==> config.mk <==
export PLATFORM = sky130hd
export DESIGN_NAME = key_event_detector
export DESIGN_NICKNAME = d
export VERILOG_FILES = /design/src/rtl/core/ked_pkg.sv /design/src/rtl/core/ked_key_slice.sv /design/src/rtl/core/key_event_detector.sv
export SDC_FILE = /design/constraint.sdc
export NUM_CORES = 1
export LEC_CHECK = 0
export ABC_CLOCK_PERIOD_IN_PS = 7550
export BUFFER_PORTS_ARGS = -buffer_cell sky130_fd_sc_hd__buf_2
export CORE_MARGIN = 5
export CORE_UTILIZATION = 58
export CTS_CLUSTER_DIAMETER = 40
export CTS_CLUSTER_SIZE = 16
export DETAILED_ROUTE_END_ITERATION = 10
export GPL_TIMING_DRIVEN = 0
export PLACE_DENSITY = 0.78
export SYNTH_ARGS = -nofsm -noshare
export SYNTH_HDL_FRONTEND = slang
export SYNTH_SLANG_ARGS = --single-unit
==> constraint.sdc <==
create_clock -name i_clk -period 7.55 [get_ports i_clk]
set_input_delay 1.8875 -clock i_clk [delete_from_list [all_inputs] [get_ports i_clk]]
set_output_delay 1.8875 -clock i_clk [all_outputs]
set_load 0.01 [all_outputs]
==> src/rtl/core/ked_pkg.sv <==
// ----------------------------------------------------------------------------
// Key event detector package
// Shared types, codes and configuration defaults for the key event detector.
// ----------------------------------------------------------------------------
package ked_pkg;

    localparam int KEY_COUNT = 3;
    localparam int TIMER_W   = 8;
    localparam int CFG_IDX_W = 3;
    localparam int CFG_DAT_W = 8;

    typedef enum logic [2:0] {
        ACT_TICK        = 3'd0,
        ACT_READ_CLICK  = 3'd1,
        ACT_READ_LONG   = 3'd2,
        ACT_READ_REPEAT = 3'd3,
        ACT_CLEAR       = 3'd4
    } t_action;

    typedef enum logic [CFG_IDX_W-1:0] {
        REG_CLICK_EN     = 3'd0,
        REG_PRESSED_EN   = 3'd1,
        REG_REPEAT_EN    = 3'd2,
        REG_LONG_TICKS   = 3'd3,
        REG_REPEAT_START = 3'd4,
        REG_REPEAT_GAP   = 3'd5,
        REG_CEILING      = 3'd6
    } t_reg_index;

    localparam logic [TIMER_W-1:0] LONG_TICKS_RST   = 8'd50;
    localparam logic [TIMER_W-1:0] REPEAT_START_RST = 8'd50;
    localparam logic [TIMER_W-1:0] REPEAT_GAP_RST   = 8'd10;
    localparam logic [TIMER_W-1:0] CEILING_RST      = 8'd255;

    typedef struct packed {
        logic               pressed_enable;
        logic               repeat_enable;
        logic [TIMER_W-1:0] long_press_ticks;
        logic [TIMER_W-1:0] repeat_start_ticks;
        logic [TIMER_W-1:0] repeat_gap_ticks;
        logic [TIMER_W-1:0] timer_ceiling;
    } t_timer_cfg;

    typedef struct packed {
        logic tick;
        logic wipe;
        logic held;
        logic take_long;
        logic take_repeat;
    } t_key_ctrl;

    typedef struct packed {
        logic long_flag;
        logic repeat_flag;
        logic fired;
    } t_key_status;

endpackage

==> src/rtl/core/ked_key_slice.sv <==
// ----------------------------------------------------------------------------
// Key event detector, per-key slice
// Hold and repeat timers with their long-press and repeat flags for one key.
// ----------------------------------------------------------------------------
module ked_key_slice (
    input  logic                 i_clk,
    input  logic                 i_rst_n,
    input  ked_pkg::t_timer_cfg  i_cfg,
    input  ked_pkg::t_key_ctrl   i_ctrl,
    output ked_pkg::t_key_status o_status
);

    logic [ked_pkg::TIMER_W-1:0] r_hold_timer;
    logic [ked_pkg::TIMER_W-1:0] n_hold_timer;
    logic [ked_pkg::TIMER_W-1:0] r_repeat_timer;
    logic [ked_pkg::TIMER_W-1:0] n_repeat_timer;
    logic                        r_long_flag;
    logic                        n_long_flag;
    logic                        r_repeat_flag;
    logic                        n_repeat_flag;
    logic                        fired;

    always_comb begin
        n_hold_timer   = i_ctrl.wipe ? '0 : r_hold_timer;
        n_repeat_timer = i_ctrl.wipe ? '0 : r_repeat_timer;
        n_long_flag    = i_ctrl.wipe ? 1'b0 : r_long_flag;
        n_repeat_flag  = i_ctrl.wipe ? 1'b0 : r_repeat_flag;
        fired          = 1'b0;

        if (i_ctrl.tick) begin
            if (i_cfg.pressed_enable) begin
                if (i_ctrl.held && !n_long_flag) begin
                    if (n_hold_timer < i_cfg.timer_ceiling) begin
                        n_hold_timer = n_hold_timer + 1'b1;
                    end
                    if (n_hold_timer > i_cfg.long_press_ticks) begin
                        n_long_flag  = 1'b1;
                        n_hold_timer = '0;
                        fired        = 1'b1;
                    end
                end else begin
                    n_hold_timer = '0;
                end
            end
            if (i_cfg.repeat_enable) begin
                if (!i_ctrl.held) begin
                    n_repeat_timer = '0;
                    n_repeat_flag  = 1'b0;
                end else if (!n_repeat_flag) begin
                    if (n_repeat_timer < i_cfg.timer_ceiling) begin
                        n_repeat_timer = n_repeat_timer + 1'b1;
                    end
                    if ((n_repeat_timer > i_cfg.repeat_start_ticks) &&
                        ((n_repeat_timer - i_cfg.repeat_start_ticks) >
                         i_cfg.repeat_gap_ticks)) begin
                        n_repeat_flag  = 1'b1;
                        n_repeat_timer = i_cfg.repeat_start_ticks;
                        fired          = 1'b1;
                    end
                end
            end
        end

        if (i_ctrl.take_long) begin
            n_long_flag = 1'b0;
        end
        if (i_ctrl.take_repeat) begin
            n_repeat_flag = 1'b0;
        end
    end

    always_ff @(posedge i_clk) begin
        if (!i_rst_n) begin
            r_hold_timer   <= '0;
            r_repeat_timer <= '0;
            r_long_flag    <= 1'b0;
            r_repeat_flag  <= 1'b0;
        end else begin
            r_hold_timer   <= n_hold_timer;
            r_repeat_timer <= n_repeat_timer;
            r_long_flag    <= n_long_flag;
            r_repeat_flag  <= n_repeat_flag;
        end
    end

    assign o_status.long_flag   = r_long_flag;
    assign o_status.repeat_flag = r_repeat_flag;
    assign o_status.fired       = fired;

endmodule

==> src/rtl/core/key_event_detector.sv <==
// ----------------------------------------------------------------------------
// Key event detector
// Click, long-press and auto-repeat detection for a small keypad, with
// clear-on-read event flags and a deferred clear request.
// ----------------------------------------------------------------------------
// Path: an accepted item passes the input register, then the result
// register; the key state updates as the item leaves the input register.
// Throughput: one item per cycle unless the result side stalls; all key
// slices update in parallel.
// Reset: synchronous active-low; clears flags, timers and pending clear and
// loads the register defaults.
module key_event_detector (
    input  logic                           i_clk,
    input  logic                           i_rst_n,
    input  logic                           i_in_valid,
    output logic                           o_in_ready,
    input  logic [2:0]                     i_action,
    input  logic [ked_pkg::KEY_COUNT-1:0]  i_key_levels,
    input  logic [1:0]                     i_key_number,
    output logic                           o_out_valid,
    input  logic                           i_out_ready,
    output logic                           o_event_flag,
    output logic                           o_event_notify,
    output logic                           o_clear_waiting,
    input  logic                           i_cfg_valid,
    output logic                           o_cfg_ready,
    input  logic [ked_pkg::CFG_IDX_W-1:0]  i_cfg_index,
    input  logic [ked_pkg::CFG_DAT_W-1:0]  i_cfg_data
);

    // Configuration registers.
    logic                        r_click_enable;
    ked_pkg::t_timer_cfg         r_cfg;

    // Input register.
    logic                        r_in_valid;
    logic [2:0]                  r_action;
    logic [ked_pkg::KEY_COUNT-1:0] r_keys;
    logic [1:0]                  r_key;

    // Block state kept at this level.
    logic [ked_pkg::KEY_COUNT-1:0] r_previous_keys;
    logic [ked_pkg::KEY_COUNT-1:0] n_previous_keys;
    logic [ked_pkg::KEY_COUNT-1:0] r_click_flags;
    logic [ked_pkg::KEY_COUNT-1:0] n_click_flags;
    logic                        r_clear_pending;
    logic                        n_clear_pending;

    // Result register.
    logic                        r_out_valid;
    logic                        r_event_flag;
    logic                        r_event_notify;
    logic                        r_clear_waiting;

    logic                        go;
    logic                        result_free;
    logic                        is_tick;
    logic                        is_clear;
    logic                        key_valid;
    logic                        keys_idle;
    logic                        wipe;
    logic [ked_pkg::KEY_COUNT-1:0] key_sel;
    logic [ked_pkg::KEY_COUNT-1:0] long_flags;
    logic [ked_pkg::KEY_COUNT-1:0] repeat_flags;
    logic [ked_pkg::KEY_COUNT-1:0] key_fired;
    ked_pkg::t_key_ctrl          key_ctrl   [ked_pkg::KEY_COUNT];
    ked_pkg::t_key_status        key_status [ked_pkg::KEY_COUNT];
    logic                        n_event_flag;
    logic                        n_event_notify;

    assign result_free = !r_out_valid || i_out_ready;
    assign go          = r_in_valid && result_free;
    assign o_in_ready  = !r_in_valid || result_free;
    assign o_cfg_ready = 1'b1;

    assign is_tick   = go && (r_action == ked_pkg::ACT_TICK);
    assign is_clear  = go && (r_action == ked_pkg::ACT_CLEAR);
    assign keys_idle = (r_keys == '0);
    assign key_valid = (32'(r_key) < ked_pkg::KEY_COUNT);
    assign wipe      = keys_idle && ((is_tick && r_clear_pending) || is_clear);

    always_comb begin
        for (int k = 0; k < ked_pkg::KEY_COUNT; k++) begin
            key_sel[k] = key_valid && (32'(r_key) == k);
        end
    end

    for (genvar g = 0; g < ked_pkg::KEY_COUNT; g++) begin : g_key
        assign key_ctrl[g].tick        = is_tick;
        assign key_ctrl[g].wipe        = wipe;
        assign key_ctrl[g].held        = r_keys[g];
        assign key_ctrl[g].take_long   =
            go && (r_action == ked_pkg::ACT_READ_LONG) && key_sel[g];
        assign key_ctrl[g].take_repeat =
            go && (r_action == ked_pkg::ACT_READ_REPEAT) && key_sel[g];

        ked_key_slice u_slice (
            .i_clk    (i_clk),
            .i_rst_n  (i_rst_n),
            .i_cfg    (r_cfg),
            .i_ctrl   (key_ctrl[g]),
            .o_status (key_status[g])
        );

        assign long_flags[g]   = key_status[g].long_flag;
        assign repeat_flags[g] = key_status[g].repeat_flag;
        assign key_fired[g]    = key_status[g].fired;
    end

    always_comb begin
        n_previous_keys = wipe ? '0 : r_previous_keys;
        n_click_flags   = wipe ? '0 : r_click_flags;
        n_clear_pending = r_clear_pending;
        n_event_flag    = 1'b0;
        n_event_notify  = 1'b0;

        case (r_action)
            ked_pkg::ACT_TICK: begin
                if (wipe) begin
                    n_clear_pending = 1'b0;
                end
                if (r_click_enable) begin
                    n_click_flags = (n_previous_keys ^ r_keys) & r_keys;
                end
                n_event_notify  = (r_click_enable && (n_click_flags != '0)) ||
                                  (key_fired != '0);
                n_previous_keys = r_keys;
            end
            ked_pkg::ACT_READ_CLICK: begin
                n_event_flag  = |(r_click_flags & key_sel);
                n_click_flags = r_click_flags & ~key_sel;
            end
            ked_pkg::ACT_READ_LONG: begin
                n_event_flag = |(long_flags & key_sel);
            end
            ked_pkg::ACT_READ_REPEAT: begin
                n_event_flag = |(repeat_flags & key_sel);
            end
            ked_pkg::ACT_CLEAR: begin
                n_clear_pending = !keys_idle;
            end
            default: begin
                n_event_flag = 1'b0;
            end
        endcase
    end

    always_ff @(posedge i_clk) begin
        if (!i_rst_n) begin
            r_click_enable           <= 1'b1;
            r_cfg.pressed_enable     <= 1'b1;
            r_cfg.repeat_enable      <= 1'b1;
            r_cfg.long_press_ticks   <= ked_pkg::LONG_TICKS_RST;
            r_cfg.repeat_start_ticks <= ked_pkg::REPEAT_START_RST;
            r_cfg.repeat_gap_ticks   <= ked_pkg::REPEAT_GAP_RST;
            r_cfg.timer_ceiling      <= ked_pkg::CEILING_RST;
        end else if (i_cfg_valid) begin
            case (i_cfg_index)
                ked_pkg::REG_CLICK_EN:     r_click_enable           <= i_cfg_data[0];
                ked_pkg::REG_PRESSED_EN:   r_cfg.pressed_enable     <= i_cfg_data[0];
                ked_pkg::REG_REPEAT_EN:    r_cfg.repeat_enable      <= i_cfg_data[0];
                ked_pkg::REG_LONG_TICKS:   r_cfg.long_press_ticks   <= i_cfg_data;
                ked_pkg::REG_REPEAT_START: r_cfg.repeat_start_ticks <= i_cfg_data;
                ked_pkg::REG_REPEAT_GAP:   r_cfg.repeat_gap_ticks   <= i_cfg_data;
                ked_pkg::REG_CEILING:      r_cfg.timer_ceiling      <= i_cfg_data;
                default: begin
                end
            endcase
        end
    end

    always_ff @(posedge i_clk) begin
        if (!i_rst_n) begin
            r_in_valid <= 1'b0;
        end else if (o_in_ready) begin
            r_in_valid <= i_in_valid;
        end
    end

    always_ff @(posedge i_clk) begin
        if (o_in_ready && i_in_valid) begin
            r_action <= i_action;
            r_keys   <= i_key_levels;
            r_key    <= i_key_number;
        end
    end

    always_ff @(posedge i_clk) begin
        if (!i_rst_n) begin
            r_previous_keys <= '0;
            r_click_flags   <= '0;
            r_clear_pending <= 1'b0;
        end else if (go) begin
            r_previous_keys <= n_previous_keys;
            r_click_flags   <= n_click_flags;
            r_clear_pending <= n_clear_pending;
        end
    end

    always_ff @(posedge i_clk) begin
        if (!i_rst_n) begin
            r_out_valid <= 1'b0;
        end else if (result_free) begin
            r_out_valid <= r_in_valid;
        end
    end

    always_ff @(posedge i_clk) begin
        if (go) begin
            r_event_flag    <= n_event_flag;
            r_event_notify  <= n_event_notify;
            r_clear_waiting <= n_clear_pending;
        end
    end

    assign o_out_valid     = r_out_valid;
    assign o_event_flag    = r_event_flag;
    assign o_event_notify  = r_event_notify;
    assign o_clear_waiting = r_clear_waiting;

endmodule

==> results of run 1 <==
## Yosys cell counts (5+ instances only)
master and instances:
nand2_1 154, ha_1 116, dfxtp_1 98, inv_1 86, a21oi_1 84, o21ai_0 71
nor2_1 62, xnor2_1 42, nand3_1 39, a21o_1 35, nand4_1 29, nor3_1 28
clkbuf_1 26, o211ai_1 25, and3_1 18, and2_1 16, nand2b_1 16, a211oi_1 14
or3_1 14, xor2_1 14, nor2b_1 13, o22ai_1 12, edfxtp_1 11, o21a_1 11
buf_2 9, o2bb2ai_1 9, mux2i_1 7, nand3b_1 7, nor4_1 7, o21ai_1 7
and4_1 6, o221ai_1 6, a22oi_1 5, o2111ai_1 5, o311ai_0 5, or2_2 5
## through the flow
stage	hold slack, ns	instance area [µm²]	TNS [ns]	total power [W]
finish	0.4621	10460	0	0.001222
detailed placement	0.4487	9849	-47.01	0.0007532
CTS	0.4594	10340	0	0.001215
global route	0.4810	10460	-0.05234	0.001262
floorplan	0.4363	9444	0	0.0007045
global placement	0.4440	9849	-43.46	0.0007501
## tightest hold or removal path: cells and delay by family, from the launching register on
family	cells	cell delay (ns)
flops	1	0.31
compound gates	1	0.05
simple gates	1	0.05
## path summary, 6_finish.rpt
| path | startpoint | to | slack (ns) | cells after the start |
|---|---|---|---|---|
| setup / recovery | i_out_ready | o_event_notify$_SDFFCE_PP0P_ | 0.12 | 28 |
| hold / removal | r_cfg[13]$_SDFFE_PN0P_ | r_cfg[13]$_SDFFE_PN0P_ | 0.46 | 2 |
| setup reg to reg | r_keys[2]$_DFFE_PP_ | o_event_notify$_SDFFCE_PP0P_ | 0.74 | 27 |
| hold reg to reg | r_cfg[13]$_SDFFE_PN0P_ | r_cfg[13]$_SDFFE_PN0P_ | 0.46 | 2 |
## cell families after synthesis
kind of cell / after synthesis / synth area share [%]
xor+xnor: 56 / 5.202
flops: 109 / 24.31
buf+inv: 129 / 5.533
other cells: 1 / 0.03977
fa+ha+maj: 120 / 16.14
simple gates: 432 / 22.89
mux: 11 / 1.221
compound gates: 345 / 24.67
## layout make-up
class | instances | area share [%]
Clock buffer | 10 | 2.188
Clock inverter | 6 | 0.4903
Inverter | 87 | 3.121
Sequential cell | 109 | 21.91
Buffer | 41 | 2.356
Tap cell | 216 | 2.583
Multi-Input combinational cell | 965 | 65.20
Timing Repair Buffer | 39 | 2.152
## per-layer routing
layer  share of wire, %  vias to the layer above  global-route usage (%)
li1                   -                     4508                       -
met1                 42                     4437                   42.42
met2                 45                      512                   50.24
met3                9.8                      101                   4.018
met4                3.8                        0                   11.81
met5                  0                        -                       0
## timing repair
action / in CTS / in global routing
gates resized for setup: 37 / 34
endpoints found under the setup margin: 36 / 35
setup buffers: 8 / 4
hold buffers: 0 / 0
pin swaps: 4 / 9
## power groups by stage
| stage | Clock, W | Combinational (W) | Sequential (W) |
|---|---|---|---|
| 6_report | 0.000471 | 0.000146 | 0.000604 |
| 5_1_grt | 0.000497 | 0.000160 | 0.000605 |
| 4_1_cts | 0.000471 | 0.000140 | 0.000603 |
| 3_5_place_dp | 0 | 0.000137 | 0.000617 |
| 3_3_place_gp | 0 | 0.000134 | 0.000616 |
| 2_1_floorplan | 0 | 0.0000908 | 0.000614 |
## registers in the layout, indices dropped and copies added, names as in the netlist, 2 cells and up
register,flops
g_key.u_slice.r_hold_timer,24
r_cfg,34
g_key.u_slice.r_repeat_flag,3
g_key.u_slice.r_repeat_timer,24
g_key.u_slice.r_long_flag,3
r_key,2
r_action,3
r_previous_keys,3
r_click_flags,3
r_keys,3
==> impl_metrics.json, run 1 <==
{
  "status": "complete, no violations",
  "core-area_um2": 15940,
  "antenna_found_initial": 0,
  "multi_input_area_um2": 6823,
  "p_int_w": 0.0008769,
  "clock-root-buffer": "clkbuf_16",
  "wl_mm": 29.47,
  "vias_per_cell": 6.489,
  "combPwrFrac_pct": 12.0,
  "die_w_um": 137.5,
  "ys_warn_count": 0,
  "skew_ns": 0.01250,
  "cts.reportedPaths.clkPinSlew_ns": 0.08,
  "hold_violations": 0,
  "worst_pin_slew_ns": 0.9087,
  "power_density_nw_per_um2": 116.7,
  "relSlewSlack_pct": 39.20,
  "grt_max_degree": 20,
  "clkPwrFrac_pct": 38.6,
  "wl_per_cell_um": 20.00,
  "final_cell_mix": "nand2_1, ha_1, dfxtp_1, inv_1, a21oi_1",
  "layout-drive-gt1-share_pct": 10.50,
  "post-dp-hpwl_mm": 21.91,
  "setup_ws_ns": 0.1196,
  "critPathMaxStageDelay_ns": 0.44,
  "seq_area_um2": 2292,
  "final_cells": 1473,
  "die_y_um": 137.5,
  "ys_top_cells_by_area": "dfxtp_1, ha_1, nand2_1",
  "syn_nets": 1346,
  "drv_slew": 0,
  "critPathMaxFanout": 10,
  "async_reset_ff_share_pct": 0,
  "num_rows": 46,
  "maxCapViolCount": 0,
  "fillers": 1376,
  "dr.pass1.iters": 5,
  "synth_seq_area_share_pct": 24.31,
  "hold_class": "flip-flop to flip-flop",
  "ir_drop_mv": 0.1144,
  "die_area_um2": 18910,
  "fin_crit_sh_pct": 98.42,
  "vias": 9558,
  "setup_viol": 0,
  "worstSetupPathType": "primary input to flip-flop",
  "pwr-share-seq_pct": 49.4,
  "pre_cts_ws_ns": -1.733,
  "postRouteAntennaNets": 0,
  "avgSynthCellArea_um2": 7.838,
  "grt_pass1_vias": 8874,
  "cp_num_buf_inv": 4,
  "synth_top_cell_area_share_pct": 20.81,
  "clkLatencyLatePin_ns": 0.36,
  "ys.flop_type": "dfxtp_1",
  "required_ns": 7.62,
  "final_common_cell": "nand2_1",
  "switching_power_w": 0.0003447,
  "synth_top_area_cell": "dfxtp_1",
  "total_leakage_power_nw": 4.581,
  "syn2layout_area_growth_pct": 10.97,
  "netlist_instances": 1203,
  "cts-htree-levels": 3,
  "io_buffers": 27,
  "grt_usage_pct": 31.13,
  "cts_max_path_buffers": 2,
  "cpMaxStageDelayCell": "a2111o_1",
  "diodes": 0,
  "grt_pass1_wl_mm": 45.85,
  "synth_edf_count": 11,
  "initial_core_util_pct": 59.14,
  "ios": 30,
  "final_util_pct": 65.63,
  "finish.net_count": 1395,
  "cp-end-kind": "flip-flop",
  "timing.fmax_ghz": 0.1346,
  "ys_ff_latch": 109,
  "start_kind": "primary input",
  "drc": 0,
  "fin_crit_ns": 7.430,
  "cp.arrival_ns": 7.50,
  "synth_cell_types": 85,
  "clkSinkCount": 109,
  "crit_top_cell": "ha_1",
  "routabilityCongestion": 1.014,
  "netlist_area_um2": 9429,
  "numCtsBuffers": 9,
  "power.switching_fraction_pct": 28.22,
  "dp.cells": 1446,
  "drtIter0Drc": 1212,
  "critPathTopFamily": "compound AO/OA/AOI/OAI gates",
  "gr-total-overflow": 0,
  "cts_tree": "yes"
}
(Power assumes the default switching activity.)
==> run 2, diff against run 1 <==
--- a/config.mk
+++ b/config.mk
@@ -8,12 +8,12 @@
 export ABC_CLOCK_PERIOD_IN_PS = 7550
 export BUFFER_PORTS_ARGS = -buffer_cell sky130_fd_sc_hd__buf_2
 export CORE_MARGIN = 5
-export CORE_UTILIZATION = 58
+export CORE_UTILIZATION = 50
 export CTS_CLUSTER_DIAMETER = 40
 export CTS_CLUSTER_SIZE = 16
 export DETAILED_ROUTE_END_ITERATION = 10
 export GPL_TIMING_DRIVEN = 0
-export PLACE_DENSITY = 0.78
+export PLACE_DENSITY = 0.69
 export SYNTH_ARGS = -nofsm -noshare
 export SYNTH_HDL_FRONTEND = slang
 export SYNTH_SLANG_ARGS = --single-unit
==> impl_metrics.json, run 2 (synthesis gave the netlist of run 1 again) <==
{
  "die_w_um": 147.3,
  "cp.arrival_ns": 7.42,
  "final_cell_mix": "nand2_1, ha_1, dfxtp_1, inv_1, a21oi_1",
  "fin_crit_ns": 7.381,
  "critPathMaxFanout": 10,
  "cp-end-kind": "flip-flop",
  "dr.pass1.iters": 10,
  "syn2layout_area_growth_pct": 10.95,
  "power_density_nw_per_um2": 118.4,
  "grt_pass1_wl_mm": 47.21,
  "finish.net_count": 1394,
  "critPathTopFamily": "compound AO/OA/AOI/OAI gates",
  "timing.fmax_ghz": 0.1355,
  "gr-total-overflow": 0,
  "relSlewSlack_pct": 38.04,
  "drv_slew": 0,
  "grt_pass1_vias": 8798,
  "numCtsBuffers": 9,
  "clkLatencyLatePin_ns": 0.38,
  "ir_drop_mv": 0.1102,
  "layout-drive-gt1-share_pct": 10.03,
  "vias_per_cell": 6.382,
  "hold_class": "flip-flop to flip-flop",
  "start_kind": "primary input",
  "total_leakage_power_nw": 4.575,
  "cts_tree": "yes",
  "setup_viol": 0,
  "wl_mm": 30.07,
  "critPathMaxStageDelay_ns": 0.38,
  "final_common_cell": "nand2_1",
  "post-dp-hpwl_mm": 22.47,
  "cts.reportedPaths.clkPinSlew_ns": 0.08,
  "die_y_um": 147.3,
  "ios": 30,
  "antenna_found_initial": 0,
  "clkPwrFrac_pct": 39.5,
  "cts_hold_buf": 0,
  "status": "complete, no violations",
  "clkSinkCount": 109,
  "num_rows": 50,
  "cts-htree-levels": 3,
  "setup_tns_ns": 0,
  "power_w": 0.001238,
  "cts_max_path_buffers": 2,
  "p_int_w": 0.0008789,
  "largest_register": "r_cfg",
  "cp_num_buf_inv": 3,
  "dp.cells": 1464,
  "vias": 9509,
  "wl_per_cell_um": 20.18,
  "power.switching_fraction_pct": 29.03,
  "combPwrFrac_pct": 11.7,
  "cpMaxStageDelayCell": "or3_1",
  "reg_top3": "r_cfg (34), g_key.u_slice.r_hold_timer (24), g_key.u_slice.r_repeat_timer (24)",
  "grt_usage_pct": 27.43,
  "hold_violations": 0,
  "fin_crit_sh_pct": 97.77,
  "routabilityCongestion": 0.9272,
  "required_ns": 7.59,
  "diodes": 0,
  "worstSetupPathType": "primary input to flip-flop",
  "largest_register_ffs": 34,
  "postRouteAntennaNets": 0,
  "clock-root-buffer": "clkbuf_16",
  "worst_pin_slew_ns": 0.9260,
  "maxCapViolCount": 0,
  "drc": 0,
  "initial_core_util_pct": 50.58,
  "grt_max_degree": 21,
  "die_area_um2": 21700,
  "core-area_um2": 18640,
  "drtIter0Drc": 1230,
  "skew_ns": 0.01412,
  "final_cells": 1490,
  "io_buffers": 27,
  "switching_power_w": 0.0003595,
  "pwr-share-seq_pct": 48.8,
  "hold_ws_ns": 0.4623,
  "fillers": 1798
}
-- run 2: changes by cell type in the layout (fill, tap and decap cells not counted), moves of 2 or more --
cell and delta:
a21oi_2 -2, inv_8 +2, clkbuf_2 -2, buf_6 +3
buf_4 -3, a21oi_1 +2, o21ai_1 +3, inv_6 -2
o21ai_0 -3
-- run 2: final timing paths --
path,startpoint,to,slack (ns),cells after the start
max,i_out_ready,o_event_notify$_SDFFCE_PP0P_,0.17,27
max reg2reg,r_keys[2]$_DFFE_PP_,g_key[0].u_slice.r_repeat_timer[7]$_SDFF_PN0_,0.82,27
min,r_cfg[27]$_SDFFE_PN0P_,r_cfg[27]$_SDFFE_PN0P_,0.46,2
min reg2reg,r_cfg[27]$_SDFFE_PN0P_,r_cfg[27]$_SDFFE_PN0P_,0.46,2
-- run 2: power groups by stage --
stage / Clock (W) / Sequential [W] / Combinational [W]
floorplan: 0 / 0.000614 / 0.0000908
CTS: 0.000491 / 0.000603 / 0.000141
finish: 0.000489 / 0.000604 / 0.000145
global route: 0.000515 / 0.000605 / 0.000159
global placement: 0 / 0.000617 / 0.000136
detailed placement: 0 / 0.000617 / 0.000138
-- run 2: timing repair --
item,in CTS,in global routing
setup endpoints to repair,36,26
pin swaps,4,9
setup buffers,6,5
resized for setup,38,29
-- run 2: area by class of cell --
class | instances | area [µm²] | share of cell area [%]
well taps | 234 | 292.8 | 2.799
inverters | 87 | 326.6 | 3.122
clock inverters | 7 | 65.06 | 0.6219
multi-input cells | 965 | 6790 | 64.91
repair buffers | 38 | 225.2 | 2.153
clock buffers | 9 | 225.2 | 2.153
plain buffers | 41 | 244.0 | 2.332
flip-flops and latches | 109 | 2292 | 21.91
-- run 2: worst register-to-register path, delay by kind of cell, from the launching register on --
| kind | cells | cell delay (ns) |
|---|---|---|
| AO/OA/AOI/OAI | 13 | 2.59 |
| AND/OR/NAND/NOR | 6 | 1.29 |
| adder cells (fa/ha/maj) | 3 | 0.90 |
| buffers and inverters | 3 | 0.75 |
| flip-flops | 1 | 0.60 |
| multiplexers | 1 | 0.37 |
| XOR/XNOR | 1 | 0.16 |
-- run 2: stage by stage --
step | setup slack [ns] | util (%) | cell area [µm²]
after floorplan | 0.009517 | - | 9444
after global placement | -1.673 | 52.95 | 9872
after detailed placement | -1.721 | 52.95 | 9872
after CTS | 0.07138 | 55.50 | 10350
after global routing | -0.03981 | 56.11 | 10460
final | 0.1687 | 56.11 | 10460
-- run 2: layer usage --
metal  track usage (%)  routed length [µm]
met1             38.38               13160
met2             42.19               12950
met3             4.750                2741
met4             10.72                1212
met5                 0                   0
==> run 3, diff against run 2 <==
--- a/config.mk
+++ b/config.mk
@@ -7,7 +7,6 @@
 export LEC_CHECK = 0
 export ABC_CLOCK_PERIOD_IN_PS = 7550
 export BUFFER_PORTS_ARGS = -buffer_cell sky130_fd_sc_hd__buf_2
-export CORE_MARGIN = 5
 export CORE_UTILIZATION = 50
 export CTS_CLUSTER_DIAMETER = 40
 export CTS_CLUSTER_SIZE = 16
==> impl_metrics.json, run 3 (synthesis gave the netlist of run 1 again) <==
{
  "status": "complete, no violations",
  "relSlewSlack_pct": 33.73,
  "num_rows": 49,
  "drv_slew": 0,
  "grt_pass1_wl_mm": 47.10,
  "die_area_um2": 19410,
  "worst-path-stages": 29,
  "syn2layout_area_growth_pct": 12.06,
  "gr-total-overflow": 0,
  "cpMaxStageDelayCell": "fa_2",
  "grt_pass1_vias": 8939,
  "clock-root-buffer": "clkbuf_16",
  "layout-drive-gt1-share_pct": 10.80,
  "worstSetupPathType": "primary input to flip-flop",
  "drtIter0Drc": 961,
  "crit_top_cell": "buf_8",
  "core-area_um2": 18210,
  "hold_class": "flip-flop to flip-flop",
  "final_cells": 1488,
  "fin_crit_ns": 7.347,
  "setup_ws_ns": 0.2029,
  "clkSinkCount": 109,
  "worst_pin_slew_ns": 0.9903,
  "critPathMaxFanout": 10,
  "initial_core_util_pct": 51.78,
  "cts.reportedPaths.clkPinSlew_ns": 0.09,
  "clkLatencyLatePin_ns": 0.38,
  "worstSetupEndpoint": "o_event_notify$_SDFFCE_PP0P_",
  "final_common_cell": "nand2_1",
  "largest_register": "r_cfg",
  "drc": 0,
  "cts_hold_buf": 0,
  "skew_ns": 0.01769,
  "grt_max_degree": 24,
  "vias": 9482,
  "reg_top3": "r_cfg (34), g_key.u_slice.r_hold_timer (24), g_key.u_slice.r_repeat_timer (24)",
  "grt_usage_pct": 31.19,
  "ios": 30,
  "critPathMaxStageDelay_ns": 0.37,
  "hold_ws_ns": 0.4626,
  "die_y_um": 139.3,
  "postRouteAntennaNets": 0,
  "maxCapViolCount": 0,
  "setup_viol": 0,
  "cts-htree-levels": 3,
  "die_w_um": 139.3,
  "start_kind": "primary input",
  "cp_num_buf_inv": 6,
  "seq_area_um2": 2292,
  "cp.arrival_ns": 7.43,
  "required_ns": 7.63,
  "power_w": 0.001268,
  "fin_crit_sh_pct": 97.31,
  "setup_tns_ns": 0,
  "diodes": 0,
  "cp-end-kind": "flip-flop",
  "final_cell_mix": "nand2_1, ha_1, dfxtp_1, inv_1, a21oi_1",
  "critPathTopFamily": "compound AO/OA/AOI/OAI gates",
  "antenna_found_initial": 0,
  "largest_register_ffs": 34,
  "power_density_nw_per_um2": 120.0,
  "dr.pass1.iters": 6,
  "r2r-end": "o_event_notify$_SDFFCE_PP0P_",
  "wl_per_cell_um": 20.33,
  "routabilityCongestion": 0.9577,
  "r2r-start": "r_action[1]$_DFFE_PP_",
  "r2r_cells": 27,
  "pre_cts_ws_ns": -1.683,
  "startpoint": "i_out_ready",
  "hold_violations": 0,
  "fillers": 1707,
  "vias_per_cell": 6.372,
  "timing.fmax_ghz": 0.1361,
  "total_leakage_power_nw": 4.601,
  "io_buffers": 27,
  "cts_max_path_buffers": 2,
  "reg2reg_slack_ns": 0.91,
  "multi_input_area_um2": 6842,
  "wl_mm": 30.25,
  "numCtsBuffers": 9,
  "ir_drop_mv": 0.1451,
  "cts_tree": "yes",
  "finish.net_count": 1397,
  "dp.cells": 1459,
  "post-dp-hpwl_mm": 22.51
}
-- run 3: power breakdown --
group | switching, W | total [W] | internal [W]
clock | 0.000274 | 0.000517 | 0.000242
combinational | 0.0000951 | 0.000147 | 0.0000522
sequential | 0.00000953 | 0.000604 | 0.000595
-- run 3: metal layers --
layer | vias up | global-route usage (%) | part of all wire (%)
li1 | 4516 | - | -
met1 | 4459 | 41.92 | 45
met2 | 434 | 47.95 | 44
met3 | 73 | 5.850 | 8.2
met4 | 0 | 15.09 | 3.5
met5 | - | 0 | 0
-- run 3: worst min path at each step --
| stage | endpoint | startpoint | cells past startpoint |
|---|---|---|---|
| 6_report | r_cfg[10]$_SDFFE_PN0P_ | r_cfg[10]$_SDFFE_PN0P_ | 2 |
| 5_1_grt | r_cfg[10]$_SDFFE_PN0P_ | r_cfg[10]$_SDFFE_PN0P_ | 2 |
| 4_1_cts | r_cfg[13]$_SDFFE_PN0P_ | r_cfg[13]$_SDFFE_PN0P_ | 2 |
| 3_5_place_dp | r_cfg[13]$_SDFFE_PN0P_ | r_cfg[13]$_SDFFE_PN0P_ | 2 |
| 3_3_place_gp | r_cfg[12]$_SDFFE_PN0P_ | r_cfg[12]$_SDFFE_PN0P_ | 2 |
| 2_1_floorplan | r_cfg[10]$_SDFFE_PN0P_ | r_cfg[10]$_SDFFE_PN0P_ | 2 |
-- run 3: stage by stage --
step           cell area [µm²]  util, %
3_5_place_dp              9866    54.18
6_report                 10570    58.03
4_1_cts                  10380    57.01
5_1_grt                  10570    58.03
3_3_place_gp              9866    54.18
2_1_floorplan             9444        -
-- run 3: worst register-to-register path, cell delays in order, from the launching register on --
cell and delay [ns]:
edfxtp_1 0.53, nor2_1 0.32, nand2_1 0.46, nor2_4 0.29
buf_4 0.26, clkbuf_4 0.28, nor2_1 0.09, ha_1 0.32
o21ai_2 0.10, o21ai_4 0.11, a2111o_1 0.34, o311ai_4 0.18
xnor2_1 0.19, ha_1 0.16, inv_1 0.06, fa_2 0.37
a211oi_2 0.25, o21bai_1 0.13, a21oi_1 0.21, xnor2_1 0.14
ha_1 0.26, a21o_1 0.17, a21oi_2 0.18, a211oi_4 0.09
buf_4 0.19, and2_1 0.17, a221oi_4 0.31, o211ai_1 0.17
-- run 3: area by class of cell --
class,count,share of cell area (%)
plain buffers,42,2.522
repair buffers,40,2.202
clock inverters,7,0.8999
multi-input cells,965,64.75
flip-flops and latches,109,21.69
well taps,229,2.712
inverters,87,3.091
clock buffers,9,2.131
-- run 3: repair_timing --
| action | CTS | global route |
|---|---|---|
| pin swaps | 5 | 17 |
| setup endpoints to repair | 36 | 33 |
| setup buffers | 5 | 8 |
| gates resized for setup | 42 | 38 |
